`config.mk`:
```
export PLATFORM = sky130hd
export DESIGN_NAME = cover_actuator_controller_top
export DESIGN_NICKNAME = d
export VERILOG_FILES = /design/src/rtl/cac_pkg.sv /design/src/rtl/cover_actuator_controller_top.sv /design/src/rtl/cac_cfg.sv /design/src/rtl/cac_core.sv
export SDC_FILE = /design/constraint.sdc
export NUM_CORES = 2
export LEC_CHECK = 0
export ABC_AREA = 1
export BUFFER_PORTS_ARGS = -buffer_cell sky130_fd_sc_hd__buf_2
export CAP_MARGIN = 20
export CELL_PAD_IN_SITES_DETAIL_PLACEMENT = 0
export CELL_PAD_IN_SITES_GLOBAL_PLACEMENT = 1
export CORE_MARGIN = 2
export CORE_UTILIZATION = 23
export DETAILED_ROUTE_END_ITERATION = 8
export PLACE_DENSITY = 0.53
export REMOVE_ABC_BUFFERS = 1
export SLEW_MARGIN = 5
export SYNTH_ARGS = -nofsm -noshare
export SYNTH_HDL_FRONTEND = slang
export SYNTH_SLANG_ARGS = --single-unit
```
`constraint.sdc`:
```
create_clock -name clk -period 11.45 [get_ports clk]
set_input_delay 1.145 -clock clk [delete_from_list [all_inputs] [get_ports clk]]
set_output_delay 1.145 -clock clk [all_outputs]
set_load 0.005 [all_outputs]
```
`src/rtl/cac_pkg.sv`:
```
package cac_pkg;

  localparam logic [15:0] POS_FULL         = 16'hFFFF;
  localparam logic [15:0] POS_HALF         = 16'h8000;
  localparam logic [15:0] OPEN_THRESHOLD   = 16'd65470;
  localparam logic [15:0] CLOSED_THRESHOLD = 16'd66;

  localparam logic [23:0] TRAVEL_RATE_RST  = 24'd1678;
  localparam logic [31:0] TIMEOUT_RST      = 32'd30000;

  localparam int CFG_INDEX_W = 8;
  localparam int CFG_DATA_W  = 32;

  localparam logic [CFG_INDEX_W-1:0] REG_TRAVEL_RATE    = 8'd0;
  localparam logic [CFG_INDEX_W-1:0] REG_TRAVEL_TIMEOUT = 8'd1;
  localparam logic [CFG_INDEX_W-1:0] REG_OPEN_PRESENT   = 8'd2;
  localparam logic [CFG_INDEX_W-1:0] REG_CLOSED_PRESENT = 8'd3;

  localparam logic signed [1:0] DRIVE_OFF   = 2'sb00;
  localparam logic signed [1:0] DRIVE_OPEN  = 2'sb01;
  localparam logic signed [1:0] DRIVE_CLOSE = 2'sb11;

  typedef enum logic [2:0] {
    ACT_TICK        = 3'd0,
    ACT_OPEN        = 3'd1,
    ACT_CLOSE       = 3'd2,
    ACT_STOP        = 3'd3,
    ACT_CLEAR_FAULT = 3'd4,
    ACT_SET_POS     = 3'd5
  } action_t;

  typedef struct packed {
    logic [23:0] travel_rate;
    logic [31:0] travel_timeout_ms;
    logic        open_sensor_present;
    logic        closed_sensor_present;
  } cfg_t;

  typedef struct packed {
    action_t     action;
    logic [15:0] elapsed_ms;
    logic        open_reading_valid;
    logic        open_reading_hit;
    logic        closed_reading_valid;
    logic        closed_reading_hit;
    logic [15:0] new_position;
  } item_t;

  typedef struct packed {
    logic              moving;
    logic              is_closed;
    logic              is_open;
    logic              fault;
    logic [15:0]       cover_position;
    logic signed [1:0] drive;
  } result_t;

endpackage

```
`src/rtl/cover_actuator_controller_top.sv`:
```
// Cover actuator controller.
// s_axis carries one action per transfer (tick, open, close, stop, clear fault,
// set position); m_axis returns exactly one status word per action, in order.
// cfg_* writes the travel rate, travel timeout and sensor-present bits; the
// port is always ready and should be written only while no action is in flight.
// Each action sits in an input register; the combinational state update feeds
// the status register, which drives m_axis_tvalid. One action per cycle is
// sustained while m_axis_tready stays high; the longest path runs from the
// input register through a single 24x16 multiply plus add/clamp.
// When m_axis stalls the status register holds; the input register takes one
// more action if it is empty, then s_axis_tready drops until the status word
// is taken.
// Reset (rst, synchronous) clears position and target to closed, travel time,
// fault and limit latches, drive off, and loads the default configuration.
module cover_actuator_controller_top (
  input  logic        clk,
  input  logic        rst,
  input  logic        s_axis_tvalid,
  output logic        s_axis_tready,
  // [15:0] elapsed_ms, [16] open_reading_valid, [17] open_reading_hit,
  // [18] closed_reading_valid, [19] closed_reading_hit, [35:20] new_position
  input  logic [39:0] s_axis_tdata,
  // [2:0] action
  input  logic [2:0]  s_axis_tuser,
  output logic        m_axis_tvalid,
  input  logic        m_axis_tready,
  // [1:0] drive, [17:2] cover_position, [18] fault, [19] is_open,
  // [20] is_closed, [21] moving
  output logic [23:0] m_axis_tdata,
  input  logic        cfg_valid,
  output logic        cfg_ready,
  input  logic [7:0]  cfg_index,
  input  logic [31:0] cfg_data
);

  cac_pkg::cfg_t    cfg;
  cac_pkg::item_t   in_item;
  cac_pkg::item_t   in_item_next;
  cac_pkg::result_t result;
  logic             in_full;
  logic             out_valid;
  logic [21:0]      out_data;
  logic             fire;

  assign cfg_ready = 1'b1;

  cac_cfg u_cfg (
    .clk      (clk),
    .rst      (rst),
    .wr_en    (cfg_valid),
    .wr_index (cfg_index),
    .wr_data  (cfg_data),
    .cfg      (cfg)
  );

  assign fire          = in_full && (!out_valid || m_axis_tready);
  assign s_axis_tready = !in_full || fire;

  always_comb begin
    in_item_next.action               = cac_pkg::action_t'(s_axis_tuser);
    in_item_next.elapsed_ms           = s_axis_tdata[15:0];
    in_item_next.open_reading_valid   = s_axis_tdata[16];
    in_item_next.open_reading_hit     = s_axis_tdata[17];
    in_item_next.closed_reading_valid = s_axis_tdata[18];
    in_item_next.closed_reading_hit   = s_axis_tdata[19];
    in_item_next.new_position         = s_axis_tdata[35:20];
  end

  always_ff @(posedge clk) begin
    if (rst) begin
      in_full <= 1'b0;
    end else if (s_axis_tvalid && s_axis_tready) begin
      in_full <= 1'b1;
    end else if (fire) begin
      in_full <= 1'b0;
    end
  end

  always_ff @(posedge clk) begin
    if (s_axis_tvalid && s_axis_tready) begin
      in_item <= in_item_next;
    end
  end

  cac_core u_core (
    .clk    (clk),
    .rst    (rst),
    .fire   (fire),
    .item   (in_item),
    .cfg    (cfg),
    .result (result)
  );

  always_ff @(posedge clk) begin
    if (rst) begin
      out_valid <= 1'b0;
    end else if (fire) begin
      out_valid <= 1'b1;
    end else if (m_axis_tready) begin
      out_valid <= 1'b0;
    end
  end

  always_ff @(posedge clk) begin
    if (fire) begin
      out_data <= result;
    end
  end

  assign m_axis_tvalid = out_valid;
  assign m_axis_tdata  = {2'b00, out_data};

endmodule

```
`src/rtl/cac_cfg.sv`:
```
module cac_cfg (
  input  logic                             clk,
  input  logic                             rst,
  input  logic                             wr_en,
  input  logic [cac_pkg::CFG_INDEX_W-1:0]  wr_index,
  input  logic [cac_pkg::CFG_DATA_W-1:0]   wr_data,
  output cac_pkg::cfg_t                    cfg
);

  always_ff @(posedge clk) begin
    if (rst) begin
      cfg.travel_rate           <= cac_pkg::TRAVEL_RATE_RST;
      cfg.travel_timeout_ms     <= cac_pkg::TIMEOUT_RST;
      cfg.open_sensor_present   <= 1'b0;
      cfg.closed_sensor_present <= 1'b0;
    end else if (wr_en) begin
      case (wr_index)
        cac_pkg::REG_TRAVEL_RATE:    cfg.travel_rate           <= wr_data[23:0];
        cac_pkg::REG_TRAVEL_TIMEOUT: cfg.travel_timeout_ms     <= wr_data;
        cac_pkg::REG_OPEN_PRESENT:   cfg.open_sensor_present   <= wr_data[0];
        cac_pkg::REG_CLOSED_PRESENT: cfg.closed_sensor_present <= wr_data[0];
        default: ;
      endcase
    end
  end

endmodule

```
`src/rtl/cac_core.sv`:
```
module cac_core (
  input  logic             clk,
  input  logic             rst,
  input  logic             fire,
  input  cac_pkg::item_t   item,
  input  cac_pkg::cfg_t    cfg,
  output cac_pkg::result_t result
);

  logic [15:0]       position;
  logic [15:0]       target;
  logic [31:0]       travel_time;
  logic              fault_flag;
  logic              open_latched;
  logic              closed_latched;
  logic signed [1:0] drive;

  logic [15:0]       position_next;
  logic [15:0]       target_next;
  logic [31:0]       travel_time_next;
  logic              fault_flag_next;
  logic              open_latched_next;
  logic              closed_latched_next;
  logic signed [1:0] drive_next;

  logic        ol;
  logic        cl;
  logic [15:0] pos_snap;
  logic        opening;
  logic        reached_snap;
  logic [32:0] tt_sum;
  logic [31:0] tt_sat;
  logic [39:0] product;
  logic [31:0] step;
  logic [16:0] pos_add;
  logic [15:0] pos_moved;
  logic        reached_moved;

  assign ol = (cfg.open_sensor_present && item.open_reading_valid)
              ? item.open_reading_hit : open_latched;
  assign cl = (cfg.closed_sensor_present && item.closed_reading_valid)
              ? item.closed_reading_hit : closed_latched;

  // closed limit wins since it is checked first
  assign pos_snap = cl ? 16'd0 : (ol ? cac_pkg::POS_FULL : position);
  assign opening  = target > cac_pkg::POS_HALF;

  assign reached_snap = opening
      ? (cfg.open_sensor_present ? ol : (pos_snap >= cac_pkg::OPEN_THRESHOLD))
      : (cfg.closed_sensor_present ? cl : (pos_snap <= cac_pkg::CLOSED_THRESHOLD));

  assign tt_sum = {1'b0, travel_time} + {17'd0, item.elapsed_ms};
  assign tt_sat = tt_sum[32] ? 32'hFFFF_FFFF : tt_sum[31:0];

  assign product = 40'(cfg.travel_rate) * 40'(item.elapsed_ms);
  assign step    = product[39:8];
  assign pos_add = {1'b0, pos_snap} + {1'b0, step[15:0]};

  always_comb begin
    if (opening) begin
      pos_moved = ((|step[31:16]) || pos_add[16]) ? cac_pkg::POS_FULL : pos_add[15:0];
    end else begin
      pos_moved = (step >= {16'd0, pos_snap}) ? 16'd0 : (pos_snap - step[15:0]);
    end
  end

  // only used with both sensors absent, so the thresholds apply
  assign reached_moved = opening ? (pos_moved >= cac_pkg::OPEN_THRESHOLD)
                                 : (pos_moved <= cac_pkg::CLOSED_THRESHOLD);

  always_comb begin
    position_next       = position;
    target_next         = target;
    travel_time_next    = travel_time;
    fault_flag_next     = fault_flag;
    open_latched_next   = open_latched;
    closed_latched_next = closed_latched;
    drive_next          = drive;
    case (item.action)
      cac_pkg::ACT_TICK: begin
        open_latched_next   = ol;
        closed_latched_next = cl;
        if (ol && cl) begin
          fault_flag_next = 1'b1;
          drive_next      = cac_pkg::DRIVE_OFF;
        end else begin
          position_next = pos_snap;
          if (fault_flag || reached_snap) begin
            travel_time_next = 32'd0;
            drive_next       = cac_pkg::DRIVE_OFF;
          end else begin
            travel_time_next = tt_sat;
            if ((cfg.travel_timeout_ms != 32'd0) && (tt_sat >= cfg.travel_timeout_ms)) begin
              fault_flag_next = 1'b1;
              drive_next      = cac_pkg::DRIVE_OFF;
            end else begin
              position_next = pos_moved;
              drive_next    = opening ? cac_pkg::DRIVE_OPEN : cac_pkg::DRIVE_CLOSE;
              if (!cfg.open_sensor_present && !cfg.closed_sensor_present && reached_moved) begin
                travel_time_next = 32'd0;
                drive_next       = cac_pkg::DRIVE_OFF;
              end
            end
          end
        end
      end
      cac_pkg::ACT_OPEN: begin
        if (target != cac_pkg::POS_FULL) travel_time_next = 32'd0;
        target_next = cac_pkg::POS_FULL;
      end
      cac_pkg::ACT_CLOSE: begin
        if (target != 16'd0) travel_time_next = 32'd0;
        target_next = 16'd0;
      end
      cac_pkg::ACT_STOP: begin
        target_next      = position;
        travel_time_next = 32'd0;
        drive_next       = cac_pkg::DRIVE_OFF;
      end
      cac_pkg::ACT_CLEAR_FAULT: begin
        fault_flag_next  = 1'b0;
        travel_time_next = 32'd0;
      end
      cac_pkg::ACT_SET_POS: begin
        position_next = item.new_position;
      end
      default: ;
    endcase
  end

  always_ff @(posedge clk) begin
    if (rst) begin
      position       <= 16'd0;
      target         <= 16'd0;
      travel_time    <= 32'd0;
      fault_flag     <= 1'b0;
      open_latched   <= 1'b0;
      closed_latched <= 1'b0;
      drive          <= cac_pkg::DRIVE_OFF;
    end else if (fire) begin
      position       <= position_next;
      target         <= target_next;
      travel_time    <= travel_time_next;
      fault_flag     <= fault_flag_next;
      open_latched   <= open_latched_next;
      closed_latched <= closed_latched_next;
      drive          <= drive_next;
    end
  end

  always_comb begin
    result.drive          = drive_next;
    result.cover_position = position_next;
    result.fault          = fault_flag_next;
    result.is_open        = cfg.open_sensor_present ? open_latched_next
                            : (position_next >= cac_pkg::OPEN_THRESHOLD);
    result.is_closed      = cfg.closed_sensor_present ? closed_latched_next
                            : (position_next <= cac_pkg::CLOSED_THRESHOLD);
    result.moving         = (position_next != target_next) || (drive_next != cac_pkg::DRIVE_OFF);
  end

endmodule

```
==> impl_metrics.toml <==
[timing]
fin_hold_ws_ps = 471.5
max_freq_ghz = 0.1000
setup_viol = 0
rsz0062_at_grt = "no"
tightest_slew_ps = 1036
fin_crit_sh = 0.8732
report.final.slew_viol_count = 0
relSlewSlack = 0.3082
fin_crit_ps = 9998
fin_skew_ps = 26.49
fin_tns_setup_ps = 0
hold_violations = 0

[route]
drt_pass1_iterations = 5
antenna_left = 0
vias = 23004
drc = 0
routed_wl_um = 92490
drt-initial-drc-count = 1305
viasPerCell = 4.257
wl_per_cell_um = 17.11

[job]
drv_cap = 0

[layout]
drive_gt1_frac = 0.06194
fin_cells = 5404
areaGrowthSynthToFinish_pct = 11.30
finalNetCount = 4478
fin_area_mm2 = 0.02944

[yosys]
synth.avg_cell_area_um2 = 6.914
synth_edf_count = 61
async_flop_share = 0
netlist_instances = 3826
yosysWarnings = 0
synth_area_leader_cell = "fa_1"
yosys-top-cells-area = "fa_1 (23%), nand2_1 (14%), inv_1 (13%), dfxtp_1 (9.8%), ha_1 (9.6%)"
synth_xor_area_frac = 0.01954
synth-compound-area-share = 0.09323
synth_simple_gate_area_frac = 0.2343
ys_ff_latch = 190
synth_fa_ha_area_frac = 0.3296
synth_mux_area_frac = 0
ys_seq_area_frac = 0.1669
synth_cell_types = 56
syn_area_mm2 = 0.02645
synth_top_family_by_area = "adder cells"
synth_top_area_frac = 0.2331
synthFlopType = "dfxtp_1"

[pwr]
leakage_nw = 15.67
vdd_drop_max_mv = 0.2047
power.density_mw_per_mm2 = 208.3
total_power_mw = 6.133

[global_route]
track_usage = 0.1610
grt_start_max_net_pins = 79
antenna_found_initial = 2
grt_pass1_vias = 23760
grt_pass1_wl_um = 143600
grt-ovfl-total = 0

[clock_tree]
cts_tree = "done"
cts.sink_count = 190
numCtsBuffers = 17
htree_levels = 4
clk_path_buf_depth = 2
ctsHoldBuffers = 0
clk-insertion-delay-late_ps = 530
cts.repair.resized = 0
clk_pin_slew_ps = 80
postCtsSetupBuffers = 0
clockRootBuffer = "clkbuf_16"

[worst_hold_path]
min-delay-start = "u_core.travel_time[3]"
hold_class = "reg2reg"

[worst_setup_path]
arrival_ps = 10360
path_max_fanout = 32
cp-end-kind = "flop"
r2r-start = "u_cfg.cfg[40]"
critPathMostFrequentCell = "nand2_1"
cpPeakStageDelay_ps = 1000
startpoint = "u_cfg.cfg[40]"
worstSetupPathType = "reg2reg"
critPathRequiredTime_ps = 11820
slowest_stage = "dfxtp_1"
startpoint_type = "flop"

[floorplan]
dieWidth_um = 343.1
die_area_mm2 = 0.1177
die_h_um = 343.1
core_area_mm2 = 0.1142
initial_core_util = 0.2316
io-pin-count = 115
row_count = 124

[placement]
dp.cells = 5371
port_buffers = 107
placed_cell_area_mm2 = 0.02885
dp_hpwl_um = 75660
place_congestion = 0.8273

[status]
outcome = "completed"
power by group:
group          switching, mW  internal, mW  total, mW
combinational           3.25          1.49       4.74
clock                  0.330         0.306      0.637
sequential            0.0348         0.725      0.760
total                   3.61          2.52       6.13
critical path: cells and delay by family (launching register included):
| family | cells | cell delay [ps] |
|---|---|---|
| AO/OA/AOI/OAI | 4 | 1020 |
| XOR/XNOR | 1 | 330 |
| adder cells (fa/ha/maj) | 8 | 3970 |
| buffers and inverters | 7 | 540 |
| flip-flops | 1 | 1000 |
| AND/OR/NAND/NOR | 21 | 2930 |
kinds of logic (layout without fill, tap and decap cells):
logic type / Yosys count / count (layout)
DFF: 190 / 190
other: 2 / 4
buffers and inverters: 1092 / 1156
adders and majority gates: 512 / 512
and+or+nand+nor: 1519 / 1519
AOI/OAI and AO/OA: 452 / 452
xor gates and xnor gates: 59 / 59
cell usage in the layout (no fill, tap or decap), types with 8 or more instances in the layout:
| cell type | n |
|---|---|
| nand3_1 | 140 |
| xor2_1 | 44 |
| o21ai_1 | 14 |
| dfxtp_1 | 129 |
| nor4_1 | 14 |
| clkbuf_16 | 18 |
| ha_1 | 204 |
| buf_2 | 107 |
| nand4_1 | 40 |
| xnor2_1 | 15 |
| edfxtp_1 | 61 |
| nand2_1 | 1006 |
| a221oi_1 | 9 |
| fa_1 | 308 |
| inv_1 | 939 |
| o21a_1 | 12 |
| nor2_1 | 254 |
| o21ai_0 | 143 |
| buf_4 | 67 |
| nand3b_1 | 8 |
| o211ai_1 | 14 |
| nor3_1 | 24 |
| a21oi_1 | 222 |
registers in the layout (all words and copies together) (netlist names):
| signal | cells |
|---|---|
| u_core.drive | 2 |
| u_core.position | 16 |
| u_core.target | 16 |
| u_core.fault_flag | 1 |
| u_core.travel_time | 32 |
| in_full | 1 |
| u_cfg.cfg | 58 |
| u_core.closed_latched | 1 |
| m_axis_tvalid | 1 |
| u_core.open_latched | 1 |
| in_item | 39 |
| out_data | 22 |
Yosys cell counts, types with 14 or more instances:
cell type  instances
o21ai_0          143
xnor2_1           15
nor3_1            24
o211ai_1          14
clkbuf_1         128
fa_1             308
inv_1            941
edfxtp_1          61
nand2_1         1006
xor2_1            44
dfxtp_1          129
nand4_1           40
nor2_1           254
ha_1             204
o21ai_1           14
a21oi_1          222
nor4_1            14
nand3_1          140
final cells by class:
class	instances	area [µm²]
fillers	12994	84750
multi-input cells	2545	17920
flip-flops and latches	190	4414
inverters	949	3562
well taps	1512	1892
repair buffers	175	1066
clock buffers	20	469.2
clock inverters	12	118.9
diodes	1	2.502
path summary, 6_finish.rpt:
check	depth (start not counted)	end	slack, ps
worst max-delay path	41	u_core.travel_time[9]	1450
worst min-delay path	2	u_core.travel_time[3]	470
worst max register to register	41	u_core.travel_time[9]	1450
worst min register to register	2	u_core.travel_time[3]	470
per-layer routing:
| layer | part of all wire | track usage | vias up |
|---|---|---|---|
| met5 | 0.00014 | 0 | - |
| li1 | - | - | 11610 |
| met2 | 0.46 | 0.2681 | 374 |
| met4 | 0.020 | 0.04249 | 2 |
| met1 | 0.48 | 0.2204 | 10946 |
| met3 | 0.034 | 0.01834 | 72 |
stage by stage:
stage / setup WS, ps / utilization
2_1_floorplan: 3489 / -
3_3_place_gp: 1213 / 0.2524
3_5_place_dp: 1367 / 0.2527
4_1_cts: 1326 / 0.2578
5_1_grt: 610.5 / 0.2578
6_report: 1452 / 0.2578
Note: power is estimated with default switching activity, not from simulation.
